==> config.mk <==
export PLATFORM = sky130hd
export DESIGN_NAME = sensor_two_wire_serial_master
export DESIGN_NICKNAME = d
export VERILOG_FILES = /design/src/rtl/core/swsm_pkg.sv /design/src/rtl/core/sensor_two_wire_serial_master.sv /design/src/rtl/core/swsm_front.sv /design/src/rtl/core/swsm_queue.sv /design/src/rtl/core/swsm_back.sv
export SDC_FILE = /design/constraint.sdc
export NUM_CORES = 1
export LEC_CHECK = 0
export ABC_AREA = 1
export BUFFER_PORTS_ARGS = -buffer_cell sky130_fd_sc_hd__buf_2
export CORE_ASPECT_RATIO = 0.75
export CORE_MARGIN = 2
export CORE_UTILIZATION = 45
export CTS_BUF_LIST = sky130_fd_sc_hd__clkbuf_4
export DETAILED_ROUTE_END_ITERATION = 8
export PLACE_DENSITY = 0.71
export SLEW_MARGIN = 15
export SYNTH_ARGS = -nofsm -noshare
export SYNTH_HDL_FRONTEND = slang
export SYNTH_SLANG_ARGS = --single-unit
export TNS_END_PERCENT = 1
==> constraint.sdc <==
create_clock -name clock -period 4.45 [get_ports clock]
set_clock_uncertainty 0.15 [all_clocks]
set_input_delay 0.6675 -clock clock [delete_from_list [all_inputs] [get_ports clock]]
set_output_delay 0.6675 -clock clock [all_outputs]
set_load 0.005 [all_outputs]
==> src/rtl/core/swsm_pkg.sv <==
package swsm_pkg;

   // request codes on the input channel
   localparam logic [1:0] REQ_TICK  = 2'd0;
   localparam logic [1:0] REQ_WRITE = 2'd1;
   localparam logic [1:0] REQ_READ  = 2'd2;

   // configuration register indexes
   localparam int unsigned CSR_INDEX_WIDTH = 1;
   localparam logic [CSR_INDEX_WIDTH-1:0] CSR_HALF_PERIOD = 1'b0;
   localparam logic [CSR_INDEX_WIDTH-1:0] CSR_TURNAROUND  = 1'b1;

   localparam logic [15:0] HALF_PERIOD_RESET = 16'd1;
   localparam logic [15:0] TURNAROUND_RESET  = 16'd75;

   // bits shifted out for a write (address and data) and for a read (address)
   localparam logic [4:0] WRITE_BITS = 5'd16;
   localparam logic [4:0] READ_BITS  = 5'd8;

   typedef struct packed {
      logic [1:0] req_type;
      logic [7:0] address;
      logic [7:0] wdata;
      logic       sda_in;
   } swsm_req_type;

   typedef struct packed {
      logic       sck;
      logic       sda_out;
      logic       sda_drive;
      logic       busy_res;
      logic [7:0] rdata;
      logic       rdata_valid;
      logic       write_done;
   } swsm_rsp_type;

   typedef enum logic [1:0] {
      KIND_TICK  = 2'd0,
      KIND_WRITE = 2'd1,
      KIND_READ  = 2'd2,
      KIND_NOP   = 2'd3
   } swsm_kind_type;

   typedef struct packed {
      swsm_kind_type kind;
      logic [7:0]    address;
      logic [7:0]    wdata;
      logic          sda_in;
   } swsm_item_type;

   typedef struct packed {
      logic [15:0] half_period_ticks;
      logic [15:0] turnaround_ticks;
   } swsm_cfg_type;

endpackage

==> src/rtl/core/sensor_two_wire_serial_master.sv <==
// Two-wire sensor port master (clock line plus one shared data line).
//
// req channel: one transaction per item. req_type selects a tick, a write
// (address then data byte, MSB first) or a read (address out, eight bits in).
// Ticks advance the bit timing; sda_in carries the data line level for that
// tick. Reads and writes during a transfer are ignored, as is code 3.
// rsp channel: exactly one transaction per accepted request, in order, with
// the line levels after that item and the completion pulses.
// csr channel: write half_period_ticks (index 0) or turnaround_ticks
// (index 1); always ready. The user must write only while the block is idle;
// the block itself does not enforce this.
// Throughput is one item per cycle while rsp is not stalled: the classifier
// pushes into a small queue and the line engine retires one queued item
// per cycle into the output register. An accepted req is written into the
// queue, then popped into the output register, which raises rsp_valid.
// When the receiver stalls rsp, the engine holds and the queue fills; once
// it is full req_ready drops. Reset empties the queue, clears rsp_valid
// and returns the engine to idle with both lines low and released;
// the registers return to a half period of 1 and a turnaround of 75 ticks.
module sensor_two_wire_serial_master #(
   parameter int unsigned QUEUE_DEPTH = 2
) (
   input  logic                                     clock,
   input  logic                                     reset,
   input  logic                                     req_valid,
   output logic                                     req_ready,
   input  swsm_pkg::swsm_req_type                   req_data,
   output logic                                     rsp_valid,
   input  logic                                     rsp_ready,
   output swsm_pkg::swsm_rsp_type                   rsp_data,
   input  logic                                     csr_valid,
   output logic                                     csr_ready,
   input  logic [swsm_pkg::CSR_INDEX_WIDTH-1:0]     csr_index,
   input  logic [15:0]                              csr_data
);
   import swsm_pkg::*;

   swsm_cfg_type  cfg_ff, cfg_in;
   swsm_item_type push_item;
   swsm_item_type head_item;
   logic          q_full;
   logic          q_push;
   logic          q_not_empty;
   logic          q_pop;

   // configuration registers: take every write at once
   assign csr_ready = 1'b1;

   always_comb begin
      cfg_in = cfg_ff;
      if (csr_valid) begin
         unique case (csr_index)
            CSR_HALF_PERIOD: cfg_in.half_period_ticks = csr_data;
            CSR_TURNAROUND:  cfg_in.turnaround_ticks  = csr_data;
            default:         cfg_in = cfg_ff;
         endcase
      end
   end

   always_ff @(posedge clock) begin
      if (reset) begin
         cfg_ff.half_period_ticks <= HALF_PERIOD_RESET;
         cfg_ff.turnaround_ticks  <= TURNAROUND_RESET;
      end else begin
         cfg_ff <= cfg_in;
      end
   end

   // front: accept and classify
   swsm_front u_front (
      .req_valid (req_valid),
      .req_ready (req_ready),
      .req_data  (req_data),
      .q_full    (q_full),
      .q_push    (q_push),
      .q_item    (push_item)
   );

   // decouple the front from the line engine
   swsm_queue #(
      .DEPTH (QUEUE_DEPTH)
   ) u_queue (
      .clock     (clock),
      .reset     (reset),
      .push      (q_push),
      .push_item (push_item),
      .full      (q_full),
      .not_empty (q_not_empty),
      .pop       (q_pop),
      .head_item (head_item)
   );

   // back: run the bit timing and drive the output register
   swsm_back u_back (
      .clock       (clock),
      .reset       (reset),
      .cfg         (cfg_ff),
      .q_not_empty (q_not_empty),
      .q_item      (head_item),
      .q_pop       (q_pop),
      .rsp_valid   (rsp_valid),
      .rsp_ready   (rsp_ready),
      .rsp_data    (rsp_data)
   );

`ifndef ASSERT_OFF
   // rdata is zero unless a read completes
   a_rdata_zero: assert property (@(posedge clock) disable iff (reset)
      rsp_valid && !rsp_data.rdata_valid |-> rsp_data.rdata == 8'd0)
      else $error("rdata nonzero without rdata_valid");

   // a completion pulse always leaves the engine idle
   a_done_idle: assert property (@(posedge clock) disable iff (reset)
      rsp_valid && (rsp_data.rdata_valid || rsp_data.write_done) |-> !rsp_data.busy_res)
      else $error("completion reported while still busy");

   // a read completes with the data line released
   a_read_released: assert property (@(posedge clock) disable iff (reset)
      rsp_valid && rsp_data.rdata_valid |-> !rsp_data.sda_drive && rsp_data.sck)
      else $error("read completed with data line driven or clock low");

   // nothing comes out in the cycle after reset
   a_reset_empty: assert property (@(posedge clock)
      reset |=> !rsp_valid)
      else $error("rsp_valid set after reset");
`endif

endmodule

==> src/rtl/core/swsm_front.sv <==
module swsm_front (
   input  logic                   req_valid,
   output logic                   req_ready,
   input  swsm_pkg::swsm_req_type req_data,
   input  logic                   q_full,
   output logic                   q_push,
   output swsm_pkg::swsm_item_type q_item
);
   import swsm_pkg::*;

   swsm_kind_type kind;

   // classify the request code; code 3 becomes a no-op
   always_comb begin
      unique case (req_data.req_type)
         REQ_TICK:  kind = KIND_TICK;
         REQ_WRITE: kind = KIND_WRITE;
         REQ_READ:  kind = KIND_READ;
         default:   kind = KIND_NOP;
      endcase
   end

   assign req_ready       = !q_full;
   assign q_push          = req_valid && !q_full;
   assign q_item.kind     = kind;
   assign q_item.address  = req_data.address;
   assign q_item.wdata    = req_data.wdata;
   assign q_item.sda_in   = req_data.sda_in;

endmodule

==> src/rtl/core/swsm_queue.sv <==
module swsm_queue #(
   parameter int unsigned DEPTH = 2
) (
   input  logic                    clock,
   input  logic                    reset,
   input  logic                    push,
   input  swsm_pkg::swsm_item_type push_item,
   output logic                    full,
   output logic                    not_empty,
   input  logic                    pop,
   output swsm_pkg::swsm_item_type head_item
);
   import swsm_pkg::*;

   localparam int unsigned PTR_W = (DEPTH > 1) ? $clog2(DEPTH) : 1;
   localparam int unsigned CNT_W = $clog2(DEPTH + 1);

   swsm_item_type    entry_ff [DEPTH];
   logic [PTR_W-1:0] wr_ptr_ff, wr_ptr_in;
   logic [PTR_W-1:0] rd_ptr_ff, rd_ptr_in;
   logic [CNT_W-1:0] count_ff, count_in;

   assign full      = (count_ff == CNT_W'(DEPTH));
   assign not_empty = (count_ff != '0);
   assign head_item = entry_ff[rd_ptr_ff];

   always_comb begin
      wr_ptr_in = wr_ptr_ff;
      rd_ptr_in = rd_ptr_ff;
      count_in  = count_ff;
      if (push) begin
         wr_ptr_in = (wr_ptr_ff == PTR_W'(DEPTH - 1)) ? '0 : wr_ptr_ff + 1'b1;
      end
      if (pop) begin
         rd_ptr_in = (rd_ptr_ff == PTR_W'(DEPTH - 1)) ? '0 : rd_ptr_ff + 1'b1;
      end
      unique case ({push, pop})
         2'b10:   count_in = count_ff + 1'b1;
         2'b01:   count_in = count_ff - 1'b1;
         default: count_in = count_ff;
      endcase
   end

   always_ff @(posedge clock) begin
      if (reset) begin
         wr_ptr_ff <= '0;
         rd_ptr_ff <= '0;
         count_ff  <= '0;
      end else begin
         wr_ptr_ff <= wr_ptr_in;
         rd_ptr_ff <= rd_ptr_in;
         count_ff  <= count_in;
      end
   end

   always_ff @(posedge clock) begin
      if (push) begin
         entry_ff[wr_ptr_ff] <= push_item;
      end
   end

endmodule

==> src/rtl/core/swsm_back.sv <==
module swsm_back (
   input  logic                    clock,
   input  logic                    reset,
   input  swsm_pkg::swsm_cfg_type  cfg,
   input  logic                    q_not_empty,
   input  swsm_pkg::swsm_item_type q_item,
   output logic                    q_pop,
   output logic                    rsp_valid,
   input  logic                    rsp_ready,
   output swsm_pkg::swsm_rsp_type  rsp_data
);
   import swsm_pkg::*;

   typedef enum logic [7:0] {
      PH_IDLE    = 8'b0000_0001,
      PH_WLOW    = 8'b0000_0010,
      PH_WHIGH   = 8'b0000_0100,
      PH_RLOW_A  = 8'b0000_1000,
      PH_RHIGH_A = 8'b0001_0000,
      PH_TURN    = 8'b0010_0000,
      PH_INLOW   = 8'b0100_0000,
      PH_INHIGH  = 8'b1000_0000
   } phase_type;

   phase_type   phase_ff, phase_in;
   logic [15:0] out_shift_ff, out_shift_in;
   logic [4:0]  bit_count_ff, bit_count_in;
   logic [15:0] tick_count_ff, tick_count_in;
   logic [7:0]  in_shift_ff, in_shift_in;
   logic        sck_ff, sck_in;
   logic        sda_lvl_ff, sda_lvl_in;
   logic        drive_ff, drive_in;
   logic        rsp_valid_ff, rsp_valid_in;
   swsm_rsp_type rsp_data_ff, rsp_data_in;

   logic [15:0] half;
   logic [15:0] tick_inc;
   logic [15:0] start_shift;
   logic [4:0]  start_count;
   logic [4:0]  in_count_dec;
   logic        half_done;
   logic        turn_done;
   logic        rvalid;
   logic        wdone;

   assign half         = (cfg.half_period_ticks == '0) ? 16'd1 : cfg.half_period_ticks;
   assign tick_inc     = tick_count_ff + 16'd1;
   assign half_done    = (tick_inc >= half);
   assign turn_done    = (tick_inc >= cfg.turnaround_ticks);
   assign in_count_dec = bit_count_ff - 5'd1;
   assign start_shift  = (q_item.kind == KIND_WRITE) ? {q_item.address, q_item.wdata}
                                                     : {q_item.address, 8'd0};
   assign start_count  = (q_item.kind == KIND_WRITE) ? WRITE_BITS : READ_BITS;

   // take the next item whenever the output register is free or draining
   assign q_pop = q_not_empty && (!rsp_valid_ff || rsp_ready);

   always_comb begin
      phase_in      = phase_ff;
      out_shift_in  = out_shift_ff;
      bit_count_in  = bit_count_ff;
      tick_count_in = tick_count_ff;
      in_shift_in   = in_shift_ff;
      sck_in        = sck_ff;
      sda_lvl_in    = sda_lvl_ff;
      drive_in      = drive_ff;
      rvalid        = 1'b0;
      wdone         = 1'b0;

      if (phase_ff == PH_IDLE &&
          (q_item.kind == KIND_WRITE || q_item.kind == KIND_READ)) begin
         // start: put the first address bit on the line
         phase_in      = (q_item.kind == KIND_WRITE) ? PH_WLOW : PH_RLOW_A;
         sck_in        = 1'b0;
         drive_in      = 1'b1;
         sda_lvl_in    = start_shift[15];
         out_shift_in  = {start_shift[14:0], 1'b0};
         bit_count_in  = start_count - 5'd1;
         tick_count_in = '0;
      end else if (q_item.kind == KIND_TICK && phase_ff != PH_IDLE) begin
         tick_count_in = tick_inc;
         unique case (phase_ff)
            PH_WLOW, PH_RLOW_A: begin
               if (half_done) begin
                  phase_in      = (phase_ff == PH_WLOW) ? PH_WHIGH : PH_RHIGH_A;
                  sck_in        = 1'b1;
                  tick_count_in = '0;
               end
            end
            PH_WHIGH, PH_RHIGH_A: begin
               if (half_done) begin
                  tick_count_in = '0;
                  if (bit_count_ff != '0) begin
                     phase_in     = (phase_ff == PH_RHIGH_A) ? PH_RLOW_A : PH_WLOW;
                     sck_in       = 1'b0;
                     drive_in     = 1'b1;
                     sda_lvl_in   = out_shift_ff[15];
                     out_shift_in = {out_shift_ff[14:0], 1'b0};
                     bit_count_in = bit_count_ff - 5'd1;
                  end else begin
                     phase_in = PH_TURN;
                     if (phase_ff == PH_RHIGH_A) begin
                        // release the data line for the sensor
                        drive_in   = 1'b0;
                        sda_lvl_in = 1'b0;
                     end
                     if (cfg.turnaround_ticks == '0) begin
                        if (phase_ff == PH_RHIGH_A) begin
                           phase_in     = PH_INLOW;
                           sck_in       = 1'b0;
                           bit_count_in = READ_BITS;
                           in_shift_in  = '0;
                        end else begin
                           phase_in = PH_IDLE;
                           wdone    = 1'b1;
                        end
                     end
                  end
               end
            end
            PH_TURN: begin
               if (turn_done) begin
                  tick_count_in = '0;
                  if (!drive_ff) begin
                     phase_in     = PH_INLOW;
                     sck_in       = 1'b0;
                     bit_count_in = READ_BITS;
                     in_shift_in  = '0;
                  end else begin
                     phase_in = PH_IDLE;
                     wdone    = 1'b1;
                  end
               end
            end
            PH_INLOW: begin
               if (half_done) begin
                  phase_in      = PH_INHIGH;
                  sck_in        = 1'b1;
                  tick_count_in = '0;
               end
            end
            PH_INHIGH: begin
               if (half_done) begin
                  // sample at the end of the high phase
                  in_shift_in   = {in_shift_ff[6:0], q_item.sda_in};
                  bit_count_in  = in_count_dec;
                  tick_count_in = '0;
                  if (in_count_dec == '0) begin
                     phase_in = PH_IDLE;
                     rvalid   = 1'b1;
                  end else begin
                     phase_in = PH_INLOW;
                     sck_in   = 1'b0;
                  end
               end
            end
            default: begin
               phase_in = phase_ff;
            end
         endcase
      end
   end

   always_comb begin
      rsp_data_in.sck         = sck_in;
      rsp_data_in.sda_out     = sda_lvl_in;
      rsp_data_in.sda_drive   = drive_in;
      rsp_data_in.busy_res    = (phase_in != PH_IDLE);
      rsp_data_in.rdata       = rvalid ? in_shift_in : 8'd0;
      rsp_data_in.rdata_valid = rvalid;
      rsp_data_in.write_done  = wdone;
      rsp_valid_in            = q_pop ? 1'b1 : (rsp_valid_ff && !rsp_ready);
   end

   always_ff @(posedge clock) begin
      if (reset) begin
         phase_ff      <= PH_IDLE;
         out_shift_ff  <= '0;
         bit_count_ff  <= '0;
         tick_count_ff <= '0;
         in_shift_ff   <= '0;
         sck_ff        <= 1'b0;
         sda_lvl_ff    <= 1'b0;
         drive_ff      <= 1'b0;
         rsp_valid_ff  <= 1'b0;
      end else begin
         rsp_valid_ff <= rsp_valid_in;
         if (q_pop) begin
            phase_ff      <= phase_in;
            out_shift_ff  <= out_shift_in;
            bit_count_ff  <= bit_count_in;
            tick_count_ff <= tick_count_in;
            in_shift_ff   <= in_shift_in;
            sck_ff        <= sck_in;
            sda_lvl_ff    <= sda_lvl_in;
            drive_ff      <= drive_in;
         end
      end
   end

   always_ff @(posedge clock) begin
      if (q_pop) begin
         rsp_data_ff <= rsp_data_in;
      end
   end

   assign rsp_valid = rsp_valid_ff;
   assign rsp_data  = rsp_data_ff;

endmodule
* Word-level counts from Yosys, hierarchy flattened
Memories as Yosys holds them, arrays and structs flattened. A register that Yosys moved wholly into a read port is not among the register bits.
Cells that the tools add are included.
** Word-level totals
- Bits of input ports :: 41
- Flip-flop bits (word level) :: 107
- Bits in writable memories :: 38
- Logic and storage cells :: 183
- Memories kept :: 1
- Output and inout port bits :: 17
** Memory list
- u_queue.entry_ff :: depth 2, width 19, read ports 1, clocked after memory_dff 1, write ports 1, line swsm_queue.sv:18 : swsm_item_type entry_ff [DEPTH];
** Operators by class
- $lt $le $gt $ge :: 2
- Bitwise gates (word level) :: 2
- Reductions and logical operators :: 33
- Equal/unequal tests :: 23
- Add/sub/neg operators :: 7
- Mux-type cells :: 94
** Operators with widths (number)
- $mux 16 :: 10
- $mux 8 :: 19
- $mux 5 :: 11
- $mux 1 :: 41
- $pmux 8 s5 :: 1
- $ge 16x16->1 :: 2
- $logic_not 16->1 :: 2
- $pmux 16 s2 :: 1
- $pmux 8 s3 :: 1
- $mux 7 :: 3
- $add 16x1->16 const B :: 1
- $ne 8x1->1 const B :: 2
- $pmux 5 s3 :: 1
- $reduce_bool 2->1 :: 6
- $sub 5x1->5 const B :: 2
- $ne 3x1->1 const B :: 3
- $reduce_and 9->1 :: 1
- $eq 2x2->1 const B :: 4
- $eq 8x1->1 const B :: 1
- $eq 8x2->1 const B :: 1
- $eq 8x3->1 const B :: 1
- $eq 8x4->1 const B :: 1
- $eq 8x5->1 const B :: 1
- $eq 8x6->1 const B :: 1
- other kinds (26) :: 44

* Depth between registers and ports, before layout
- Depth in word-level cells :: 9
- Gate-level depth with buffers :: 25
- Mapped depth without buffers :: 25

* Modules after synthesis
From an unflattened synthesis, not the netlist that was laid out.
** Second synthesis, totals
- Cell total of the unflattened synthesis :: 1024
- Area, all modules :: 8099.0 sq um
** Modules (own cells, without submodules)
- swsm_back :: area an instance 4998.5 sq um, times used 1, cells each 735
- swsm_queue :: area an instance 1649.1 sq um, times used 1, cells each 92
- sensor_two_wire_serial_master :: area an instance 1302.5 sq um, times used 1, cells each 175
- swsm_front :: area an instance 148.9 sq um, times used 1, cells each 22

* Worst setup path before layout
No wires, ideal clock.
- Kind :: register -> register
- Start :: reg u_back.tick_count_ff[0]
- End :: reg u_back.out_shift_ff[6]
- Required time :: 4184 ps
- Period minus slack after synthesis :: 3384 ps
- Arrival time :: 3117 ps
- Path slack :: 1066 ps
- Cell stages (with the launch flop) :: 24
- Path through :: dfxtp_1 > ha_1 > nand3_1 > nor2_1 > inv_1 > nor3_1 > nand2_1 > nor2_1 > nand3_1 > xor2_1 > inv_1 > ha_1 > nand4_1 > nor2_1 > nand2_1 > inv_1 > nand2_1 > nand2_2 > nand3_2 > o21ai_4 > nand2_4 > buf_6 > o21ai_1 > a21oi_1
** Between the ends
- Longest elaborated chain between the ends :: 4
** RTL lines
- start, declared :: line swsm_back.sv:28 : logic [15:0] tick_count_ff, tick_count_in;
- start signal, assigned :: line swsm_back.sv:192 : tick_count_ff <= tick_count_in;
- $add 16x1->16 :: line swsm_back.sv:47 : assign tick_inc = tick_count_ff + 16'd1;
- $ge 16x16->1 :: line swsm_back.sv:48 : assign half_done = (tick_inc >= half);
- $reduce_bool 2->1 (no source line)
- $reduce_and 5->1 (no source line)
- end signal, assigned :: line swsm_back.sv:190 : out_shift_ff <= out_shift_in;
- end, declared :: line swsm_back.sv:26 : logic [15:0] out_shift_ff, out_shift_in;
No other way between the ends.
A chain may end at the register's enable or synchronous reset.

* Worst setup path after layout
- Start :: reg u_back.tick_count_ff[0]
- End :: reg u_back.out_shift_ff[5]
Same word-level chain as after synthesis.

==> impl_metrics.ini <==
[clocking]
htreeDepth = 4
cts.clk_slew.worst_paths_ps = 150
cts_tree = yes
holdBufCountCts = 0
post_cts_buffers = 0
cts_buffers = 17
cts_sinks = 145
cts-root-buf = clkbuf_4
ctsResizeCount = 0
insertion_delay_ps = 570
cts_max_path_buffers = 2

[worst_setup_path]
cp.arrival_ps = 4290
cp-end-kind = register
path_max_fanout = 23
slowest_stage = dfxtp_1
cp-startpoint = u_back.tick_count_ff[0]
crit_family = simple AND/OR/NAND/NOR gates
max_stage_delay_ps = 450
r2r-start = u_back.tick_count_ff[0]
startpoint_type = register
regToRegEndpoint = u_back.out_shift_ff[5]
worst_ep_required_time_ps = 4760
path_buf_inv = 3
reg2regPathDepth = 22
reg2reg_slack_ps = 470
path_class = register to register
path_cells = ha_1 > nand3_1 > nor2_1 > inv_1 > nor3_1 > nand2_1 > nor2_1 > nand3_1 > xor2_1 > inv_1 > ha_1 > nand4_1 > nor2_1 > nand2_1 > inv_1 > nand2_1 > nand2_4 > nand3_2 > o21ai_4 > nand2_4 > o21ai_0 > a21oi_1

[route]
dr.first_iter.drc_count = 616
ant_nets = 0
vias_per_cell = 5.204
wl_um = 17360
drc = 0
post_drt_wl_per_cell_um = 13.86
first_pass_iters = 5
vias = 6521

[global_routing]
grt_start_max_net_pins = 50
grt_pass1_vias = 5943
grt_use_total_pct = 19.68
antenna_found_initial = 0
grt-ovfl-total = 0
grt_pass1_wl_um = 29230

[sta]
setup-tns-final_ps = 0
relSlewSlack_pct = 30.69
rsz0062_at_grt = no
setup_viol = 0
worstMarginPinSlew_ps = 1040
hold_violations = 0
worst_slack_ps = 468.2
finalCritPeriodShare_pct = 89.48
final-max-slew-violation-count = 0
fmaxAchievable_mhz = 251.1
period_minus_slack_ps = 3982

[synthesis]
ys_types = 48
synth_xor_area_share_pct = 1.575
synth.mux.area_fraction_pct = 0.3856
synth-main-ff-cell = dfxtp_1
syn_area_per_cell_um2 = 7.971
syn_area_mm2 = 0.007787
synth_seq_cells = 145
synth-compound-area-share_pct = 15.44
synth_nets = 1056
async_flop_share_pct = 0
synthSimpleGateAreaFrac_pct = 23.79
ys_seq_area_share_pct = 43.96
netlist_instances = 977
synth_edf_count = 52
synthAdderAreaFrac_pct = 6.105
ys_warn_count = 0
synth_top_family_by_area = simple AND/OR/NAND/NOR gates

[layout]
layout-drive-gt1-share_pct = 13.78
fillerInstances = 1620
num_antenna_cells = 0
synthToLayoutAreaGrowth_pct = 9.961
nets = 1104

[die]
die_area_mm2 = 0.01838
fp.dieH_um = 117.9
initial_core_util_pct = 46.14
ios = 58
core_area_mm2 = 0.01688
std_cell_rows = 41
die_w_um = 155.9

[placed_design]
place_hpwl_um = 12470
post-place-ws_ps = 374.9
numPortBuffers = 56
gp_congestion = 0.9140

[hold_path]
worstHoldStart = req_data[6]
hold-path-endpoint = u_queue.entry_ff[0][6]
whs_path_depth = 1
hold_path.class = primary input to register

[power]
p_per_area_mw_per_mm2 = 546.4
peakVddDrop_uv = 289.8
leakage_nw = 3.740

[outcome]
status = complete, no violations

[job]
cap_violations = 0
-- synthesized netlist by cell type (3+ instances only) --
cell,number,area [um2]
nand2_1,180,675.7
inv_1,123,461.7
a21oi_1,107,535.5
dfxtp_1,93,1862
nor2_1,80,300.3
nand3_1,72,360.4
o21ai_0,67,335.3
edfxtp_1,52,1562
ha_1,38,475.5
clkbuf_1,26,97.59
nand4_1,15,93.84
o211ai_1,8,60.06
o31ai_1,8,60.06
xor2_1,8,70.07
nor2_4,7,78.83
inv_2,6,22.52
nand2_2,6,37.54
nand2_4,6,67.56
o32ai_1,6,52.55
xnor2_1,6,52.55
buf_2,5,25.02
nor3_1,5,25.02
nor4_1,5,31.28
o21ai_1,5,25.02
inv_4,4,25.02
a21o_1,3,22.52
a21oi_2,3,26.28
a31oi_1,3,18.77
mux2i_1,3,30.03
nand4_2,3,37.54
-- state kept, by name, summed over array words and instances (netlist names), 2 cells and up, named ones only --
register              cells
u_back.phase_ff           8
u_back.bit_count_ff       5
u_back.out_shift_ff      15
u_queue.count_ff          2
u_queue.entry_ff         38
cfg_ff                   32
u_back.in_shift_ff        8
u_back.rsp_data          14
u_back.tick_count_ff     16
-- layer usage --
layer,GRT usage (%),share of wire (%)
met1,30.33,51
met2,27.93,41
met3,4.455,6.7
met4,4.128,0.83
met5,0,0
-- worst max-delay path by stage --
stage	to	slack [ps]	depth (start not counted)
CTS	u_back.out_shift_ff[5]	350	22
finish	u_back.out_shift_ff[5]	470	22
floorplan	u_back.out_shift_ff[6]	1070	23
global placement	u_back.out_shift_ff[4]	480	22
global route	u_back.rsp_data[10]	70	25
detailed placement	u_back.out_shift_ff[4]	370	22
-- final cells by class --
type,count,area (um2),share of cell area [%]
Sequential cell,145,3423,39.98
Timing Repair Buffer,64,340.3,3.974
Clock buffer,17,127.6,1.490
Multi-Input combinational cell,662,3692,43.12
Tap cell,215,269.0,3.141
Clock inverter,15,193.9,2.265
Inverter,135,516.7,6.034
-- cells in the final DEF, fill, tap and decap left out, drive strengths merged, types with 6 or more instances in the layout --
cell	instances
nand4	19
o211ai	8
inv	140
ha	38
nor2	89
dfxtp	93
nand2	193
xnor2	6
o21ai	74
buf	64
edfxtp	52
nand3	75
clkbuf	17
a21oi	111
clkinv	8
o31ai	8
xor2	8
o32ai	6
-- power breakdown --
part | total (W) | internal [W] | switching [W]
registers | 0.00184 | 0.00168 | 0.000161
logic | 0.00193 | 0.000593 | 0.00134
clock network | 0.000901 | 0.000318 | 0.000583
total | 0.00468 | 0.00259 | 0.00209
-- metrics by stage --
step	util, %	hold slack, ps	cell area [um2]	power (W)	cells
after global placement	48.80	284.0	8237	0.003768	1221
after detailed placement	48.80	301.8	8237	0.003795	1221
after global routing	50.74	67.36	8563	0.005031	1253
final	50.74	130.1	8563	0.004679	1253
after CTS	50.71	90.35	8558	0.004701	1253
after floorplan	-	275.2	7787	0.003312	977
-- logic make-up after synthesis --
logic type / Yosys count
simple gates: 390
compound gates: 216
buf+inv: 170
flops: 145
fa+ha+maj: 38
xor+xnor: 14
mux: 3
other cells: 1
No activity file was read; power rests on OpenSTA's default activity.
